===== src/hdl/stcl_pkg.sv =====
// Shared constants and types for the 3x3 stencil grid update block.
package stcl_pkg;

    localparam int MAX_COLS_DEF       = 1024;
    localparam int SAMPLE_BITS_DEF    = 24;
    localparam int COEF_FRAC_BITS_DEF = 14;

    localparam int COEF_BITS      = 16;
    localparam int MASK_BITS      = 3 * COEF_BITS;
    localparam int NUM_COLS_BITS  = 11;
    localparam int ROW_BITS       = 16;
    localparam int CFG_INDEX_BITS = 3;
    localparam int NUM_TAPS       = 9;
    localparam int QUEUE_DEPTH    = 4;

    localparam logic [CFG_INDEX_BITS-1:0] CFG_NUM_COLS    = 3'd0;
    localparam logic [CFG_INDEX_BITS-1:0] CFG_NUM_ROWS    = 3'd1;
    localparam logic [CFG_INDEX_BITS-1:0] CFG_MASK_TOP    = 3'd2;
    localparam logic [CFG_INDEX_BITS-1:0] CFG_MASK_MIDDLE = 3'd3;
    localparam logic [CFG_INDEX_BITS-1:0] CFG_MASK_BOTTOM = 3'd4;

    localparam logic [NUM_COLS_BITS-1:0] NUM_COLS_RST    = 11'd500;
    localparam logic [ROW_BITS-1:0]      NUM_ROWS_RST    = 16'd500;
    localparam logic [MASK_BITS-1:0]     MASK_TOP_RST    = 48'd107347968;
    localparam logic [MASK_BITS-1:0]     MASK_MIDDLE_RST = 48'd7035800651366;
    localparam logic [MASK_BITS-1:0]     MASK_BOTTOM_RST = 48'd107347968;

    typedef struct packed {
        logic [MASK_BITS-1:0] top;
        logic [MASK_BITS-1:0] middle;
        logic [MASK_BITS-1:0] bottom;
    } t_mask;

endpackage


===== src/hdl/stcl_fifo.sv =====
// Short register queue that decouples the window front end from the arithmetic back end.
module stcl_fifo #(
    parameter int WIDTH = 8
) (
    input  logic             i_clk,
    input  logic             i_rst_n,
    input  logic             i_push,
    input  logic [WIDTH-1:0] i_data,
    output logic             o_full,
    input  logic             i_pop,
    output logic [WIDTH-1:0] o_data,
    output logic             o_empty
);

    localparam int DEPTH = stcl_pkg::QUEUE_DEPTH;
    localparam int PTR_W = $clog2(DEPTH);

    logic [WIDTH-1:0] r_mem [DEPTH];
    logic [PTR_W-1:0] r_wr_ptr;
    logic [PTR_W-1:0] r_rd_ptr;
    logic [PTR_W:0]   r_count;
    logic             w_do_push;
    logic             w_do_pop;

    assign o_full    = (r_count == (PTR_W + 1)'(DEPTH));
    assign o_empty   = (r_count == '0);
    assign o_data    = r_mem[r_rd_ptr];
    assign w_do_push = i_push && !o_full;
    assign w_do_pop  = i_pop && !o_empty;

    always_ff @(posedge i_clk) begin
        if (!i_rst_n) begin
            r_wr_ptr <= '0;
            r_rd_ptr <= '0;
            r_count  <= '0;
        end else begin
            if (w_do_push) begin
                r_wr_ptr <= r_wr_ptr + 1'b1;
            end
            if (w_do_pop) begin
                r_rd_ptr <= r_rd_ptr + 1'b1;
            end
            if (w_do_push && !w_do_pop) begin
                r_count <= r_count + 1'b1;
            end else if (w_do_pop && !w_do_push) begin
                r_count <= r_count - 1'b1;
            end
        end
    end

    always_ff @(posedge i_clk) begin
        if (w_do_push) begin
            r_mem[r_wr_ptr] <= i_data;
        end
    end

endmodule


===== config.mk =====
export PLATFORM = sky130hd
export DESIGN_NAME = stcl_fifo
export DESIGN_NICKNAME = d
export VERILOG_FILES = /design/src/hdl/stcl_pkg.sv /design/src/hdl/stcl_fifo.sv
export SDC_FILE = /design/constraint.sdc
export NUM_CORES = 1
export LEC_CHECK = 0
export ABC_AREA = 1
export BUFFER_PORTS_ARGS = -buffer_cell sky130_fd_sc_hd__buf_2
export CORE_ASPECT_RATIO = 1.4
export CORE_MARGIN = 2
export CORE_UTILIZATION = 35
export CTS_BUF_LIST = sky130_fd_sc_hd__clkbuf_8
export CTS_CLUSTER_DIAMETER = 100
export DETAILED_ROUTE_END_ITERATION = 8
export PLACE_DENSITY = 0.56
export SLEW_MARGIN = 5
export SYNTH_ARGS = -nofsm -noshare
export SYNTH_HDL_FRONTEND = slang
export SYNTH_SLANG_ARGS = --single-unit

===== constraint.sdc =====
create_clock -name i_clk -period 5.4 [get_ports i_clk]
set_input_delay 0.27 -clock i_clk [delete_from_list [all_inputs] [get_ports i_clk]]
set_output_delay 0.27 -clock i_clk [all_outputs]
set_load 0.02 [all_outputs]

==> results.json <==
{
  "status": "complete, no violations",
  "slew-limit-headroom_pct": 43.5,
  "seq_power_share_pct": 47.8,
  "final_hold_viol_count": 0,
  "ys_seq_elements": 41,
  "cell_at_the_root_of_the_clock_tree": "sky130_fd_sc_hd__clkbuf_8",
  "hold_bufs_at_cts": 0,
  "yosys_warnings": 0,
  "power.clock.fraction_pct": 21.6,
  "synth_top_area_share_pct": 57.0,
  "critPathCaptureType": "output pin",
  "mostFrequentLayoutCells": "sky130_fd_sc_hd__edfxtp_1, sky130_fd_sc_hd__nor2_1, sky130_fd_sc_hd__buf_2",
  "critPathKind": "register to output pin",
  "crit-reg2reg-launch": "r_count[0]",
  "cellPowerDensity_mw_per_mm2": 459,
  "maxCapViolations": 0,
  "ctsLongestPathBuffers": 2,
  "postCtsResizedCells": 0,
  "drt-initial-drc-count": 32,
  "place.gp.congestion": 0.744,
  "finish.net_count": 190,
  "synth_nets": 164,
  "timing.final.crit_share_pct": 37.3,
  "tritoncts_num_sinks": 41,
  "hold_path_origin": "i_data[3]",
  "drt-wirelength-per-cell_um": 13.3,
  "cp.buffers_inverters": 2,
  "antenna_found_initial": 0,
  "net-switching-power_w": 0.000319,
  "cts_tree": "done",
  "die-area_mm2": 0.00539,
  "area_delta_synth_final_pct": 14.6,
  "vias_per_cell": 4.67,
  "power_leakage_nw": 0.755,
  "peakVddDrop_uv": 205,
  "first_pass_grt_wire_length_um": 5270,
  "number_of_inserted_filler_cells_in_the_final_layout": 456,
  "p_comb_share_pct": 30.6,
  "core_area_mm2": 0.00457,
  "number_of_search_and_repair_iterations_in_the_first_detailed_routing_pass": 4,
  "wl_um": 3130,
  "overall_fraction_of_global_route_tracks_in_use_pct": 13.1,
  "grt_start_max_net_pins": 18,
  "antenna_violating_nets_post_route": 0,
  "initial_core_utilization_pct": 36.9,
  "layout_commonest_cell": "sky130_fd_sc_hd__edfxtp_1",
  "clkSlewWorstSetupHoldPaths_ps": 80,
  "cp_cell_sequence": "inv_2 > o21ai_0 > o22ai_1 > buf_2",
  "worstPathMaxFanout": 17,
  "postSynthAreaPerCell_um2": 11.5,
  "cts_inserted_buffers": 5,
  "power.internal_w": 0.000568,
  "post_route_cells_drive_above_1_share_pct": 20.2,
  "worst-path-stages": 4,
  "ctsHtreeMaxLevel": 2,
  "period_needed_ps": 2020,
  "die_w_um": 62.6,
  "r2r.worst_path.cells": 13,
  "worst_clock_skew_ps": 6.17,
  "gr-total-overflow": 0,
  "post_synth_instance_area_mm2": 0.00169,
  "final_max_slew_viol_count": 0,
  "grt_setup_unrepaired": "no",
  "num_io_pins": 22,
  "crit_path_max_incr_delay_ps": 710,
  "first_global_vias": 1154,
  "startpoint_type": "register",
  "synth.largest_area_cell": "sky130_fd_sc_hd__edfxtp_1",
  "clock_insertion_delay_worst_skew_ps": 290,
  "post_cts.repair.setup_buffers": 0,
  "fp-row-count": 29,
  "timing.critical_path.slowest_stage_cell": "sky130_fd_sc_hd__dfxtp_1",
  "drc": 0,
  "post_synth_num_cell_types": 18,
  "worst_ep_arrival_time_ps": 1750,
  "worstReg2RegEnd": "r_count[2]",
  "worstMarginPinSlew_ps": 844,
  "count_of_input_and_output_buffers": 21,
  "syn-instance-count": 146,
  "cp_data_required_time_ps": 5130,
  "synthTopCellsByArea": "sky130_fd_sc_hd__edfxtp_1, sky130_fd_sc_hd__dfxtp_1, sky130_fd_sc_hd__nor2_1, sky130_fd_sc_hd__o21ai_0, sky130_fd_sc_hd__inv_1",
  "report.final.setup_viol": 0,
  "hold_path.class": "primary input to register",
  "setup.reg_to_reg.worst_slack_ps": 3490,
  "place_hpwl_um": 2110,
  "max_freq_mhz": 496,
  "die_h_um": 86.1,
  "netSwitchingFraction_pct": 35.9,
  "fin_tns_setup_ps": 0,
  "cp_endpoint": "o_data[3]",
  "synth-seq-area-share_pct": 67.7,
  "critical_path.top_delay_family": "flip-flops",
  "antennaDiodeCount": 0,
  "vias": 1098,
  "hold-worst-slack_ps": 191
}
==> worst reg2reg max path, delay by kind of cell (launching register included) <==
kind / cells / cell delay, ps
flops: 1 / 410
simple gates: 8 / 570
fa+ha+maj: 2 / 570
buf+inv: 3 / 260
==> logic make-up (layout without fill, tap and decap cells) <==
kind of cell | after synthesis | in the layout | share of synthesized area [%]
and+or+nand+nor | 50 | 50 | 12.0
DFF | 41 | 41 | 67.7
AOI/OAI and AO/OA | 28 | 28 | 9.58
buffers and inverters | 20 | 47 | 5.34
adders and majority gates | 6 | 6 | 4.90
xor gates and xnor gates | 1 | 1 | 0.520
==> state kept, by name, indices dropped and copies added, names as in the netlist, named ones only <==
signal,cells
r_mem,32
r_rd_ptr,2
r_count,3
r_wr_ptr,2
==> synth_stat cells <==
master and n:
sky130_fd_sc_hd__inv_1 17, sky130_fd_sc_hd__dfxtp_1 9, sky130_fd_sc_hd__o21ai_2 3, sky130_fd_sc_hd__o22ai_1 8
sky130_fd_sc_hd__o21ai_0 13, sky130_fd_sc_hd__nand3_1 4, sky130_fd_sc_hd__fa_1 1, sky130_fd_sc_hd__edfxtp_1 32
sky130_fd_sc_hd__ha_1 5, sky130_fd_sc_hd__buf_6 2, sky130_fd_sc_hd__nand3b_1 1, sky130_fd_sc_hd__nand2_1 13
sky130_fd_sc_hd__inv_2 1, sky130_fd_sc_hd__a21oi_1 3, sky130_fd_sc_hd__o21ai_1 1, sky130_fd_sc_hd__xor2_1 1
sky130_fd_sc_hd__nor2_1 30, sky130_fd_sc_hd__nand2_2 2
==> per-layer routing <==
layer  GRT usage [%]  wire (um)
met5               0          0
met4            8.08         40
met3            3.02        138
met2            23.3       1600
met1            14.0       1350
==> area by class of cell <==
type                            instances  area [um^2]  share of cell area [%]
Timing Repair Buffer                   21          105                    5.44
Inverter                               18         67.6                    3.50
Clock inverter                          3         17.5                   0.907
Multi-Input combinational cell         85          454                    23.5
Tap cell                               62         77.6                    4.02
Clock buffer                            5         68.8                    3.56
Sequential cell                        41         1140                    59.1
==> worst min path at each step <==
stage | end | slack (ps) | cells past startpoint
detailed placement | r_mem[3][3] | 490 | 1
global placement | r_mem[0][7] | 490 | 1
finish | r_mem[0][3] | 190 | 1
floorplan | r_mem[0][0] | 370 | 0
CTS | r_mem[0][3] | 180 | 1
global route | r_mem[1][2] | 190 | 1
==> power groups by stage <==
| stage | registers, W | clock network, W | logic, W |
|---|---|---|---|
| after floorplan | 0.000415 | 0 | 0.000207 |
| after global placement | 0.000429 | 0 | 0.000262 |
| after detailed placement | 0.000431 | 0 | 0.000275 |
| after CTS | 0.000424 | 0.000196 | 0.000276 |
| after global routing | 0.000430 | 0.000209 | 0.000310 |
| final | 0.000424 | 0.000191 | 0.000271 |
==> through the flow <==
stage | area (um^2) | total power (W) | util [%] | setup WS (ps) | instances
global placement | 1850 | 0.000691 | 40.4 | 3620 | 227
global route | 1930 | 0.000948 | 42.3 | 3150 | 235
detailed placement | 1850 | 0.000706 | 40.4 | 3510 | 227
floorplan | 1690 | 0.000623 | - | 3710 | 146
CTS | 1930 | 0.000896 | 42.3 | 3310 | 235
finish | 1930 | 0.000886 | 42.3 | 3380 | 235
No activity file was read; power rests on OpenSTA's default activity.
